$ cat src/sv/fbw_pkg.sv
// Package for the flash byte writer: command codes, configuration indexes,
// queue entry type, constants and the sector lookup. No dependencies.
`timescale 1ns / 1ps

package fbw_pkg;

    localparam int unsigned MAX_TRANSFER_BYTES = 1048576;
    localparam int unsigned ADDR_W = 32;
    localparam int unsigned LEN_W = 21;
    localparam int unsigned CFG_W = 28;
    localparam int unsigned QUEUE_DEPTH = 4;
    localparam int unsigned QPTR_W = $clog2(QUEUE_DEPTH);

    localparam logic [CFG_W-1:0] USER_START_RST = 28'h8020000;
    localparam logic [CFG_W-1:0] FLASH_END_RST = 28'h8100000;
    localparam logic [31:0] WORD_ERASED = 32'hFFFF_FFFF;

    typedef enum logic [1:0] {
        KIND_ERASE   = 2'd0,
        KIND_PROGRAM = 2'd1,
        KIND_DONE    = 2'd2,
        KIND_REJECT  = 2'd3
    } t_kind;

    typedef enum logic [0:0] {
        CFG_USER_START = 1'b0,
        CFG_FLASH_END  = 1'b1
    } t_cfg_index;

    typedef struct packed {
        logic        reject;
        logic        erase;
        logic        prog;
        logic        done;
        logic [3:0]  sector;
        logic [31:0] waddr;
        logic [31:0] wdata;
    } t_entry;

    function automatic logic [3:0] sector_of(input logic [31:0] a);
        logic [14:0] d;
        d = a[31:17] - 15'h0402;
        if (a < 32'h0800_4000) return 4'd0;
        if (a < 32'h0800_8000) return 4'd1;
        if (a < 32'h0800_C000) return 4'd2;
        if (a < 32'h0801_0000) return 4'd3;
        if (a < 32'h0802_0000) return 4'd4;
        if (a < 32'h0804_0000) return 4'd5;
        if (a >= 32'h080E_0000) return 4'd11;
        return 4'd6 + {1'b0, d[2:0]};
    endfunction

endpackage

$ cat src/sv/fbw_in_if.sv
// Input channel of the flash byte writer: valid, ready and one data byte item.
// Depends on nothing.
`timescale 1ns / 1ps

interface fbw_in_if;
    logic        valid;
    logic        ready;
    logic        begins_transfer;
    logic [31:0] start_address;
    logic [20:0] transfer_length;
    logic [7:0]  data_byte;

    modport source (
        output valid, begins_transfer, start_address, transfer_length, data_byte,
        input  ready
    );
    modport sink (
        input  valid, begins_transfer, start_address, transfer_length, data_byte,
        output ready
    );
endinterface

$ cat src/sv/fbw_out_if.sv
// Output channel of the flash byte writer: valid, ready and one flash command.
// Depends on nothing.
`timescale 1ns / 1ps

interface fbw_out_if;
    logic        valid;
    logic        ready;
    logic [1:0]  command_kind;
    logic [3:0]  sector_number;
    logic [31:0] word_address;
    logic [31:0] word_data;
    logic        final_of_run;

    modport source (
        output valid, command_kind, sector_number, word_address, word_data, final_of_run,
        input  ready
    );
    modport sink (
        input  valid, command_kind, sector_number, word_address, word_data, final_of_run,
        output ready
    );
endinterface

$ cat src/sv/flash_byte_writer_auto_erase.sv
// Flash byte writer with sector auto-erase: one byte item accepted per cycle
// while the four-entry command queue has room; commands leave at one per cycle
// while the sink is ready. An item yields up to three commands, so the output
// rate sets the sustained throughput. Synchronous active-low reset clears the
// control state but not the queue memory or output data, and restores both
// window registers. Depends on fbw_pkg and the interfaces.
`timescale 1ns / 1ps

module flash_byte_writer_auto_erase (
    input  logic                       i_clk,
    input  logic                       i_rst_n,
    input  logic                       i_cfg_we,
    input  fbw_pkg::t_cfg_index        i_cfg_index,
    input  logic [fbw_pkg::CFG_W-1:0]  i_cfg_data,
    fbw_in_if.sink                     i_item,
    fbw_out_if.source                  o_cmd
);
    import fbw_pkg::*;

    t_entry push;
    logic   push_valid;
    logic   full;
    logic   pop;
    logic   nonempty;
    t_entry head;

    fbw_front u_front (
        .i_clk        (i_clk),
        .i_rst_n      (i_rst_n),
        .i_cfg_we     (i_cfg_we),
        .i_cfg_index  (i_cfg_index),
        .i_cfg_data   (i_cfg_data),
        .i_item       (i_item),
        .i_full       (full),
        .o_push       (push),
        .o_push_valid (push_valid)
    );

    fbw_queue u_queue (
        .i_clk        (i_clk),
        .i_rst_n      (i_rst_n),
        .i_push       (push),
        .i_push_valid (push_valid),
        .o_full       (full),
        .i_pop        (pop),
        .o_nonempty   (nonempty),
        .o_head       (head)
    );

    fbw_back u_back (
        .i_clk      (i_clk),
        .i_rst_n    (i_rst_n),
        .i_nonempty (nonempty),
        .i_head     (head),
        .o_pop      (pop),
        .o_cmd      (o_cmd)
    );

endmodule

$ cat src/sv/fbw_front.sv
// Front end: holds configuration and transfer state, checks transfers, packs
// bytes into words and decides erases. Depends on fbw_pkg and fbw_in_if.
`timescale 1ns / 1ps

module fbw_front (
    input  logic                       i_clk,
    input  logic                       i_rst_n,
    input  logic                       i_cfg_we,
    input  fbw_pkg::t_cfg_index        i_cfg_index,
    input  logic [fbw_pkg::CFG_W-1:0]  i_cfg_data,
    fbw_in_if.sink                     i_item,
    input  logic                       i_full,
    output fbw_pkg::t_entry            o_push,
    output logic                       o_push_valid
);
    import fbw_pkg::*;

    logic [CFG_W-1:0] r_user_start, n_user_start;
    logic [CFG_W-1:0] r_flash_end, n_flash_end;
    logic             r_active, n_active;
    logic             r_dropping, n_dropping;
    logic [31:0]      r_nba, n_nba;
    logic [LEN_W-1:0] r_rem, n_rem;
    logic [31:0]      r_word, n_word;
    logic [3:0]       r_ers_sec, n_ers_sec;
    logic             r_ers_valid, n_ers_valid;

    logic             accept;
    logic             bad;
    logic             take;
    logic [31:0]      cur_nba;
    logic [LEN_W-1:0] cur_rem;
    logic [31:0]      cur_word;
    logic [3:0]       cur_sec;
    logic             cur_valid;
    logic [1:0]       lane;
    logic [31:0]      new_word;
    logic [LEN_W-1:0] rem_new;
    logic             word_done;
    logic [3:0]       sec;
    logic [32:0]      end_sum;

    assign i_item.ready = !i_full;
    assign accept = i_item.valid && !i_full;

    assign end_sum = {1'b0, i_item.start_address} + 33'(i_item.transfer_length);
    assign bad = (i_item.transfer_length == '0)
              || (32'(i_item.transfer_length) > 32'(MAX_TRANSFER_BYTES))
              || (i_item.start_address < 32'(r_user_start))
              || (i_item.start_address >= 32'(r_flash_end))
              || (end_sum > 33'(r_flash_end));

    assign cur_nba   = i_item.begins_transfer ? i_item.start_address : r_nba;
    assign cur_rem   = i_item.begins_transfer ? i_item.transfer_length : r_rem;
    assign cur_word  = i_item.begins_transfer ? WORD_ERASED : r_word;
    assign cur_sec   = i_item.begins_transfer ? 4'd0 : r_ers_sec;
    assign cur_valid = i_item.begins_transfer ? 1'b0 : r_ers_valid;

    assign take = accept && (i_item.begins_transfer ? !bad : (r_active && !r_dropping));
    assign lane = cur_nba[1:0];
    assign rem_new = (cur_rem != '0) ? cur_rem - LEN_W'(1) : cur_rem;
    assign word_done = (lane == 2'd3) || (rem_new == '0);
    assign sec = sector_of({cur_nba[31:2], 2'b00});

    always_comb begin
        for (int k = 0; k < 4; k++) begin
            new_word[8*k +: 8] = (lane == 2'(k)) ? i_item.data_byte : cur_word[8*k +: 8];
        end
    end

    always_comb begin
        n_user_start = r_user_start;
        n_flash_end  = r_flash_end;
        if (i_cfg_we) begin
            case (i_cfg_index)
                CFG_USER_START: n_user_start = i_cfg_data;
                CFG_FLASH_END:  n_flash_end = i_cfg_data;
                default: ;
            endcase
        end
    end

    always_comb begin
        n_active    = r_active;
        n_dropping  = r_dropping;
        n_nba       = r_nba;
        n_rem       = r_rem;
        n_word      = r_word;
        n_ers_sec   = r_ers_sec;
        n_ers_valid = r_ers_valid;
        o_push      = '0;
        o_push_valid = 1'b0;
        if (accept && i_item.begins_transfer) begin
            n_word      = WORD_ERASED;
            n_ers_sec   = 4'd0;
            n_ers_valid = 1'b0;
            if (bad) begin
                n_active     = 1'b0;
                n_dropping   = 1'b1;
                n_rem        = '0;
                o_push.reject = 1'b1;
                o_push_valid = 1'b1;
            end else begin
                n_active   = 1'b1;
                n_dropping = 1'b0;
            end
        end
        if (take) begin
            n_nba  = cur_nba + 32'd1;
            n_rem  = rem_new;
            n_word = new_word;
            if (word_done) begin
                o_push_valid   = 1'b1;
                o_push.erase   = !cur_valid || (sec != cur_sec);
                o_push.sector  = sec;
                o_push.prog    = 1'b1;
                o_push.waddr   = {cur_nba[31:2], 2'b00};
                o_push.wdata   = new_word;
                n_ers_sec      = sec;
                n_ers_valid    = 1'b1;
                n_word         = WORD_ERASED;
                if (rem_new == '0) begin
                    o_push.done = 1'b1;
                    n_active    = 1'b0;
                end
            end
        end
    end

    always_ff @(posedge i_clk) begin
        if (!i_rst_n) begin
            r_user_start <= USER_START_RST;
            r_flash_end  <= FLASH_END_RST;
            r_active     <= 1'b0;
            r_dropping   <= 1'b0;
            r_nba        <= '0;
            r_rem        <= '0;
            r_word       <= WORD_ERASED;
            r_ers_sec    <= 4'd0;
            r_ers_valid  <= 1'b0;
        end else begin
            r_user_start <= n_user_start;
            r_flash_end  <= n_flash_end;
            r_active     <= n_active;
            r_dropping   <= n_dropping;
            r_nba        <= n_nba;
            r_rem        <= n_rem;
            r_word       <= n_word;
            r_ers_sec    <= n_ers_sec;
            r_ers_valid  <= n_ers_valid;
        end
    end

endmodule

$ cat src/sv/fbw_queue.sv
// Short first-in first-out queue of command groups between front and back end.
// Depends on fbw_pkg.
`timescale 1ns / 1ps

module fbw_queue (
    input  logic            i_clk,
    input  logic            i_rst_n,
    input  fbw_pkg::t_entry i_push,
    input  logic            i_push_valid,
    output logic            o_full,
    input  logic            i_pop,
    output logic            o_nonempty,
    output fbw_pkg::t_entry o_head
);
    import fbw_pkg::*;

    t_entry              r_mem [QUEUE_DEPTH];
    logic [QPTR_W-1:0]   r_wptr, n_wptr;
    logic [QPTR_W-1:0]   r_rptr, n_rptr;
    logic [QPTR_W:0]     r_count, n_count;
    logic                do_push;
    logic                do_pop;

    assign o_full     = (r_count == (QPTR_W+1)'(QUEUE_DEPTH));
    assign o_nonempty = (r_count != '0);
    assign o_head     = r_mem[r_rptr];
    assign do_push    = i_push_valid && !o_full;
    assign do_pop     = i_pop && o_nonempty;

    always_comb begin
        n_wptr  = do_push ? r_wptr + QPTR_W'(1) : r_wptr;
        n_rptr  = do_pop ? r_rptr + QPTR_W'(1) : r_rptr;
        n_count = r_count + (QPTR_W+1)'(do_push) - (QPTR_W+1)'(do_pop);
    end

    always_ff @(posedge i_clk) begin
        if (!i_rst_n) begin
            r_wptr  <= '0;
            r_rptr  <= '0;
            r_count <= '0;
        end else begin
            r_wptr  <= n_wptr;
            r_rptr  <= n_rptr;
            r_count <= n_count;
        end
    end

    always_ff @(posedge i_clk) begin
        if (do_push) begin
            r_mem[r_wptr] <= i_push;
        end
    end

endmodule

$ cat src/sv/fbw_back.sv
// Back end: expands each command group into erase, program, done or reject
// transfers through an output register. Depends on fbw_pkg and fbw_out_if.
`timescale 1ns / 1ps

module fbw_back (
    input  logic            i_clk,
    input  logic            i_rst_n,
    input  logic            i_nonempty,
    input  fbw_pkg::t_entry i_head,
    output logic            o_pop,
    fbw_out_if.source       o_cmd
);
    import fbw_pkg::*;

    t_entry      r_ent, n_ent;
    logic        r_out_valid, n_out_valid;
    t_kind       r_kind, n_kind;
    logic [3:0]  r_sec, n_sec;
    logic [31:0] r_addr, n_addr;
    logic [31:0] r_data, n_data;
    logic        r_final, n_final;

    logic        can_emit;
    logic        busy;
    logic        emit;
    t_entry      left;

    assign can_emit = !r_out_valid || o_cmd.ready;
    assign busy = r_ent.reject || r_ent.erase || r_ent.prog || r_ent.done;
    assign emit = busy && can_emit;

    always_comb begin
        left = r_ent;
        n_kind = r_kind;
        n_sec  = r_sec;
        n_addr = r_addr;
        n_data = r_data;
        if (emit) begin
            n_sec  = 4'd0;
            n_addr = '0;
            n_data = '0;
            if (r_ent.reject) begin
                n_kind = KIND_REJECT;
                left.reject = 1'b0;
            end else if (r_ent.erase) begin
                n_kind = KIND_ERASE;
                n_sec  = r_ent.sector;
                left.erase = 1'b0;
            end else if (r_ent.prog) begin
                n_kind = KIND_PROGRAM;
                n_addr = r_ent.waddr;
                n_data = r_ent.wdata;
                left.prog = 1'b0;
            end else begin
                n_kind = KIND_DONE;
                left.done = 1'b0;
            end
        end
        n_final = !(left.reject || left.erase || left.prog || left.done);
        o_pop = i_nonempty && n_final;
        n_ent = o_pop ? i_head : left;
        n_out_valid = can_emit ? emit : r_out_valid;
    end

    always_ff @(posedge i_clk) begin
        if (!i_rst_n) begin
            r_ent       <= '0;
            r_out_valid <= 1'b0;
        end else begin
            r_ent       <= n_ent;
            r_out_valid <= n_out_valid;
        end
    end

    always_ff @(posedge i_clk) begin
        if (emit) begin
            r_kind  <= n_kind;
            r_sec   <= n_sec;
            r_addr  <= n_addr;
            r_data  <= n_data;
            r_final <= n_final;
        end
    end

    assign o_cmd.valid         = r_out_valid;
    assign o_cmd.command_kind  = r_kind;
    assign o_cmd.sector_number = r_sec;
    assign o_cmd.word_address  = r_addr;
    assign o_cmd.word_data     = r_data;
    assign o_cmd.final_of_run  = r_final;

endmodule
$ cat src/flat_wrapper.sv
// flat-port wrapper written by rule: the top's interface ports become plain ports
module flash_byte_writer_auto_erase_flat import fbw_pkg::*;
  (i_clk, i_rst_n, i_cfg_we, i_cfg_index, i_cfg_data, i_item_valid, i_item_begins_transfer, i_item_start_address, i_item_transfer_length, i_item_data_byte, i_item_ready, o_cmd_valid, o_cmd_command_kind, o_cmd_sector_number, o_cmd_word_address, o_cmd_word_data, o_cmd_final_of_run, o_cmd_ready);
  fbw_in_if i_item_i ();
  fbw_out_if o_cmd_i ();
  input  logic i_clk;
  input  logic i_rst_n;
  input  logic i_cfg_we;
  input  fbw_pkg::t_cfg_index i_cfg_index;
  input  logic [fbw_pkg::CFG_W-1:0] i_cfg_data;
  input wire logic [$bits(i_item_i.valid)-1:0] i_item_valid;
  input wire logic [$bits(i_item_i.begins_transfer)-1:0] i_item_begins_transfer;
  input wire logic [$bits(i_item_i.start_address)-1:0] i_item_start_address;
  input wire logic [$bits(i_item_i.transfer_length)-1:0] i_item_transfer_length;
  input wire logic [$bits(i_item_i.data_byte)-1:0] i_item_data_byte;
  output wire logic [$bits(i_item_i.ready)-1:0] i_item_ready;
  output wire logic [$bits(o_cmd_i.valid)-1:0] o_cmd_valid;
  output wire logic [$bits(o_cmd_i.command_kind)-1:0] o_cmd_command_kind;
  output wire logic [$bits(o_cmd_i.sector_number)-1:0] o_cmd_sector_number;
  output wire logic [$bits(o_cmd_i.word_address)-1:0] o_cmd_word_address;
  output wire logic [$bits(o_cmd_i.word_data)-1:0] o_cmd_word_data;
  output wire logic [$bits(o_cmd_i.final_of_run)-1:0] o_cmd_final_of_run;
  input wire logic [$bits(o_cmd_i.ready)-1:0] o_cmd_ready;
  assign i_item_i.valid = i_item_valid;
  assign i_item_i.begins_transfer = i_item_begins_transfer;
  assign i_item_i.start_address = i_item_start_address;
  assign i_item_i.transfer_length = i_item_transfer_length;
  assign i_item_i.data_byte = i_item_data_byte;
  assign i_item_ready = i_item_i.ready;
  assign o_cmd_valid = o_cmd_i.valid;
  assign o_cmd_command_kind = o_cmd_i.command_kind;
  assign o_cmd_sector_number = o_cmd_i.sector_number;
  assign o_cmd_word_address = o_cmd_i.word_address;
  assign o_cmd_word_data = o_cmd_i.word_data;
  assign o_cmd_final_of_run = o_cmd_i.final_of_run;
  assign o_cmd_i.ready = o_cmd_ready;
  flash_byte_writer_auto_erase u_core (.i_clk(i_clk), .i_rst_n(i_rst_n), .i_cfg_we(i_cfg_we), .i_cfg_index(i_cfg_index), .i_cfg_data(i_cfg_data), .i_item(i_item_i), .o_cmd(o_cmd_i));
endmodule
$ cat config.mk
export PLATFORM = sky130hd
export DESIGN_NAME = flash_byte_writer_auto_erase_flat
export DESIGN_NICKNAME = d
export VERILOG_FILES = /design/src/sv/fbw_pkg.sv /design/src/sv/fbw_in_if.sv /design/src/sv/fbw_out_if.sv /design/src/sv/flash_byte_writer_auto_erase.sv /design/src/sv/fbw_front.sv /design/src/sv/fbw_queue.sv /design/src/sv/fbw_back.sv /design/src/flat_wrapper.sv
export SDC_FILE = /design/constraint.sdc
export NUM_CORES = 1
export LEC_CHECK = 0
export BUFFER_PORTS_ARGS = -buffer_cell sky130_fd_sc_hd__buf_2
export CAP_MARGIN = 0
export CORE_ASPECT_RATIO = 1.75
export CORE_MARGIN = 1.5
export CORE_UTILIZATION = 40
export DETAILED_ROUTE_END_ITERATION = 7
export GPL_TIMING_DRIVEN = 0
export PLACE_DENSITY = 0.61
export SYNTH_ARGS = -nofsm -noshare
export SYNTH_HDL_FRONTEND = slang
export SYNTH_SLANG_ARGS = --single-unit
$ cat constraint.sdc
create_clock -name i_clk -period 7.4 [get_ports i_clk]
set_input_delay 0.37 -clock i_clk [delete_from_list [all_inputs] [get_ports i_clk]]
set_output_delay 0.37 -clock i_clk [all_outputs]
set_load 0.01 [all_outputs]
==> key figures <==
Global route
  • GR Overflow Total: 0
  • First-pass GRT wire length: 113000 um
  • Initial antenna violation count: 3
  • Largest net degree at the start of global routing: 49
  • Global Route Usage Sum: 20.9%
  • Number of global-route vias before repair: 20500

Yosys
  • Async S/R FF share, synth: 0%
  • Yosys top cell area share: 38.3%
  • Sequential fraction of the synthesis area: 54.9%
  • Synthesized-area fraction occupied by and/or/nand/nor cells: 16.0%
  • Library cells used by synthesis: 90
  • Dominant cell type by area after synthesis: edfxtp_1
  • Adder-cell share of the synthesized area: 5.48%
  • Multiplexer share of the synthesized area: 7.77%
  • Flops & latches, synth: 577
  • Fraction of synthesized cell area in xor and xnor cells: 1.85%
  • Largest family of logic cells by synthesized area: simple AND/OR/NAND/NOR gates
  • Post-synth EDFFs: 349
  • Top cells by area, synth: edfxtp_1 (38%), dfxtp_1 (17%), mux4_2 (5.8%)
  • Post-Syn Area: 27400 um^2
  • Cells after Synth: 2453
  • Syn avg cell area: 11.2 um^2
  • Post-synth top flop: edfxtp_1
  • Yosys warnings: 0
  • Post-synthesis compound-gate area fraction: 10.7%

Finish
  • Share of cells above drive strength 1: 16.0%
  • Area grow syn2layout: 15.5%
  • Commonest non-fill, non-tap cell in the layout: edfxtp_1
  • Finished Layout Cells: 3647
  • Nets: 2920
  • Most frequent cells in the layout: edfxtp_1 (349), nand2_1 (341), a21oi_1 (231), dfxtp_1 (228)

Worst setup path
  • Slowest Stage Delay on Critical Path: 610 ps
  • Delay-heaviest family, CP: simple AND/OR/NAND/NOR gates
  • CP Launch Type: input port
  • CP endpoint kind: flop
  • Required time of the critical path: 7940 ps
  • Slowest-stage cell, CP: nor4_2
  • CP bufs+invs: 5
  • Setup CP Type: in -> reg
  • Crit path arrival time: 7840 ps
  • Peak fanout along the critical path: 10

Power
  • Leakage: 11.4 nW
  • Worst vdd ir: 202 uV
  • Pwr/cell area: 288 nW/um^2
  • Tot Pwr: 9.12 mW

Clocking
  • Clock latency on the worst-skew pair: 650 ps
  • Clk slew on worst S/H paths: 70 ps
  • Root Buffer: clkbuf_16
  • H-tree Lvls: 2
  • CTS sink cnt: 577
  • Clock buffer count from CTS: 52
  • TritonCTS clock tree: yes
  • Clk buf depth: 3

Die
  • Area of the die: 70100 um^2
  • IO Pins: 169
  • Die width: 201 um
  • Core ar.: 67600 um^2
  • Initial core utilization: 40.5%
  • Die Ht: 349 um
  • Row count: 126

STA
  • Fmax: 137 MHz
  • Max_slew headroom: 16.5%
  • RSZ-0062 raised after global routing: no
  • Slew Limit Fails: 0
  • Setup TNS: 0 ps
  • Final setup viols: 0
  • Fin crit share: 98.7%
  • Fin Clk Skew: 38.0 ps
  • Final hold viol count: 0
  • Actual slew at the worst max-slew pin: 1220 ps
  • Crit path time final: 7300 ps

Placement
  • RD Place Congestion: 0.914
  • Dpl hpwl: 56500 um
  • Number of port buffers: 166
  • Placed insts: 3522

Detailed routing
  • 1st-iter DRT viols: 1122
  • Router iterations before antenna repair: 6
  • DRC: 0
  • Antenna Nets Post-Route: 0
  • Vias: 19700
  • Drt wl/cell: 20.2 um
  • Routed WL: 73800 um
  • Via density: 5.40

Worst hold path
  • Hold Path Class: in -> reg

Status
  • Status: finished clean

Flow run
  • Max-cap violations: 0
[state kept, by name, indices dropped and copies added (netlist names), 2 cells and up, named ones only]
name	cells
u_core.u_back.left	66
u_core.u_back.o_cmd.command_kind	2
u_core.u_back.o_cmd.sector_number	4
u_core.u_back.o_cmd.word_address	30
u_core.u_back.o_cmd.word_data	32
u_core.u_back.r_ent	4
u_core.u_front.r_ers_sec	4
u_core.u_front.r_flash_end	28
u_core.u_front.r_nba	32
u_core.u_front.r_rem	21
u_core.u_front.r_user_start	28
u_core.u_front.r_word	32
u_core.u_queue.r_count	3
u_core.u_queue.r_mem	280
u_core.u_queue.r_rptr	2
u_core.u_queue.r_wptr	2
[cell usage after synthesis, drive strengths merged (12+ instances only)]
cell and n:
edfxtp 349, nand2 341, a21oi 232, dfxtp 228
nor2 206, ha 116, clkbuf 89, inv 88
and2 82, mux4 70, nand3 54, nor3 53
o21ai 51, mux2i 47, xnor2 42, buf 40
nor4 27, o22a 25, nand4 22, a21o 18
a22oi 17, nor3b 17, o211ai 16, or2 16
xor2 16, a31oi 15, nand2b 14, a211oi 12
nor2b 12
[cells by family (layout without fill, tap and decap cells)]
kind of cell / Yosys count / in the layout
other: 1 / 3
multiplexers: 123 / 123
adder cells (fa/ha/maj): 119 / 119
flip-flops: 577 / 577
AO/OA/AOI/OAI: 465 / 465
AND/OR/NAND/NOR: 893 / 893
buffers and inverters: 217 / 513
XOR/XNOR: 58 / 58
[power breakdown]
group	internal [mW]	total, mW	leakage, nW	switching [mW]
registers	3.87	4.01	5.41	0.141
logic	0.864	2.22	5.09	1.36
clock network	1.62	2.89	0.894	1.27
[worst paths after layout]
path / start / end / slack, ps / depth (start not counted)
setup / recovery: i_item_transfer_length[1] / u_core.u_front.r_rem[3] / 100 / 26
hold / removal: i_item_start_address[8] / u_core.u_front.r_nba[8] / 140 / 3
setup reg to reg: u_core.u_front.r_rem[17] / u_core.u_queue.r_count[2] / 2050 / 19
hold reg to reg: u_core.u_front.r_word[25] / u_core.u_front.r_word[25] / 450 / 1
[worst reg2reg max path, stage by stage, from the launching register on]
cell and delay [ps]:
dfxtp_1 420, nor3_1 90, o22ai_1 530, nor4_4 180
nor4_1 760, xnor2_1 350, or2_1 300, or4_1 460
buf_2 190, and2_4 200, a21oi_4 260, inv_1 120
ha_1 310, inv_1 60, ha_1 140, inv_1 50
fa_1 380, xor2_1 180, xnor2_1 150, nor2_1 70
[cell type report]
type	count	area, um^2
Antenna cell	1	2.50
Buffer	127	563
Clock buffer	68	1480
Clock inverter	30	359
Fill cell	6185	36000
Inverter	88	330
Multi-Input combinational cell	1660	11500
Sequential cell	577	15000
Tap cell	896	1120
Timing Repair Buffer	200	1250
[routing by layer]
layer | GRT usage (%) | wire length, um | vias up
li1 | - | - | 9436
met1 | 21.1 | 26800 | 9432
met2 | 40.4 | 39200 | 613
met3 | 3.13 | 3440 | 223
met4 | 12.2 | 4380 | 4
met5 | 0 | 30 | -
[metrics by stage]
step	worst slack (ps)	area, um^2	util, %	hold WS (ps)
after floorplan	81.5	27400	-	419
after global routing	20.9	31600	46.8	116
after detailed placement	-1580	29500	43.6	433
after global placement	-3440	29300	43.4	427
after CTS	28.6	31600	46.7	101
final	98.0	31600	46.8	142
[timing repair]
action                                 CTS  global route
setup buffers                            0             0
endpoints found under the hold margin   56             0
gates resized for setup                  1             6
pin swaps                                0             0
setup endpoints to repair              345            31
hold buffers                            28             0
(Power assumes the default switching activity.)
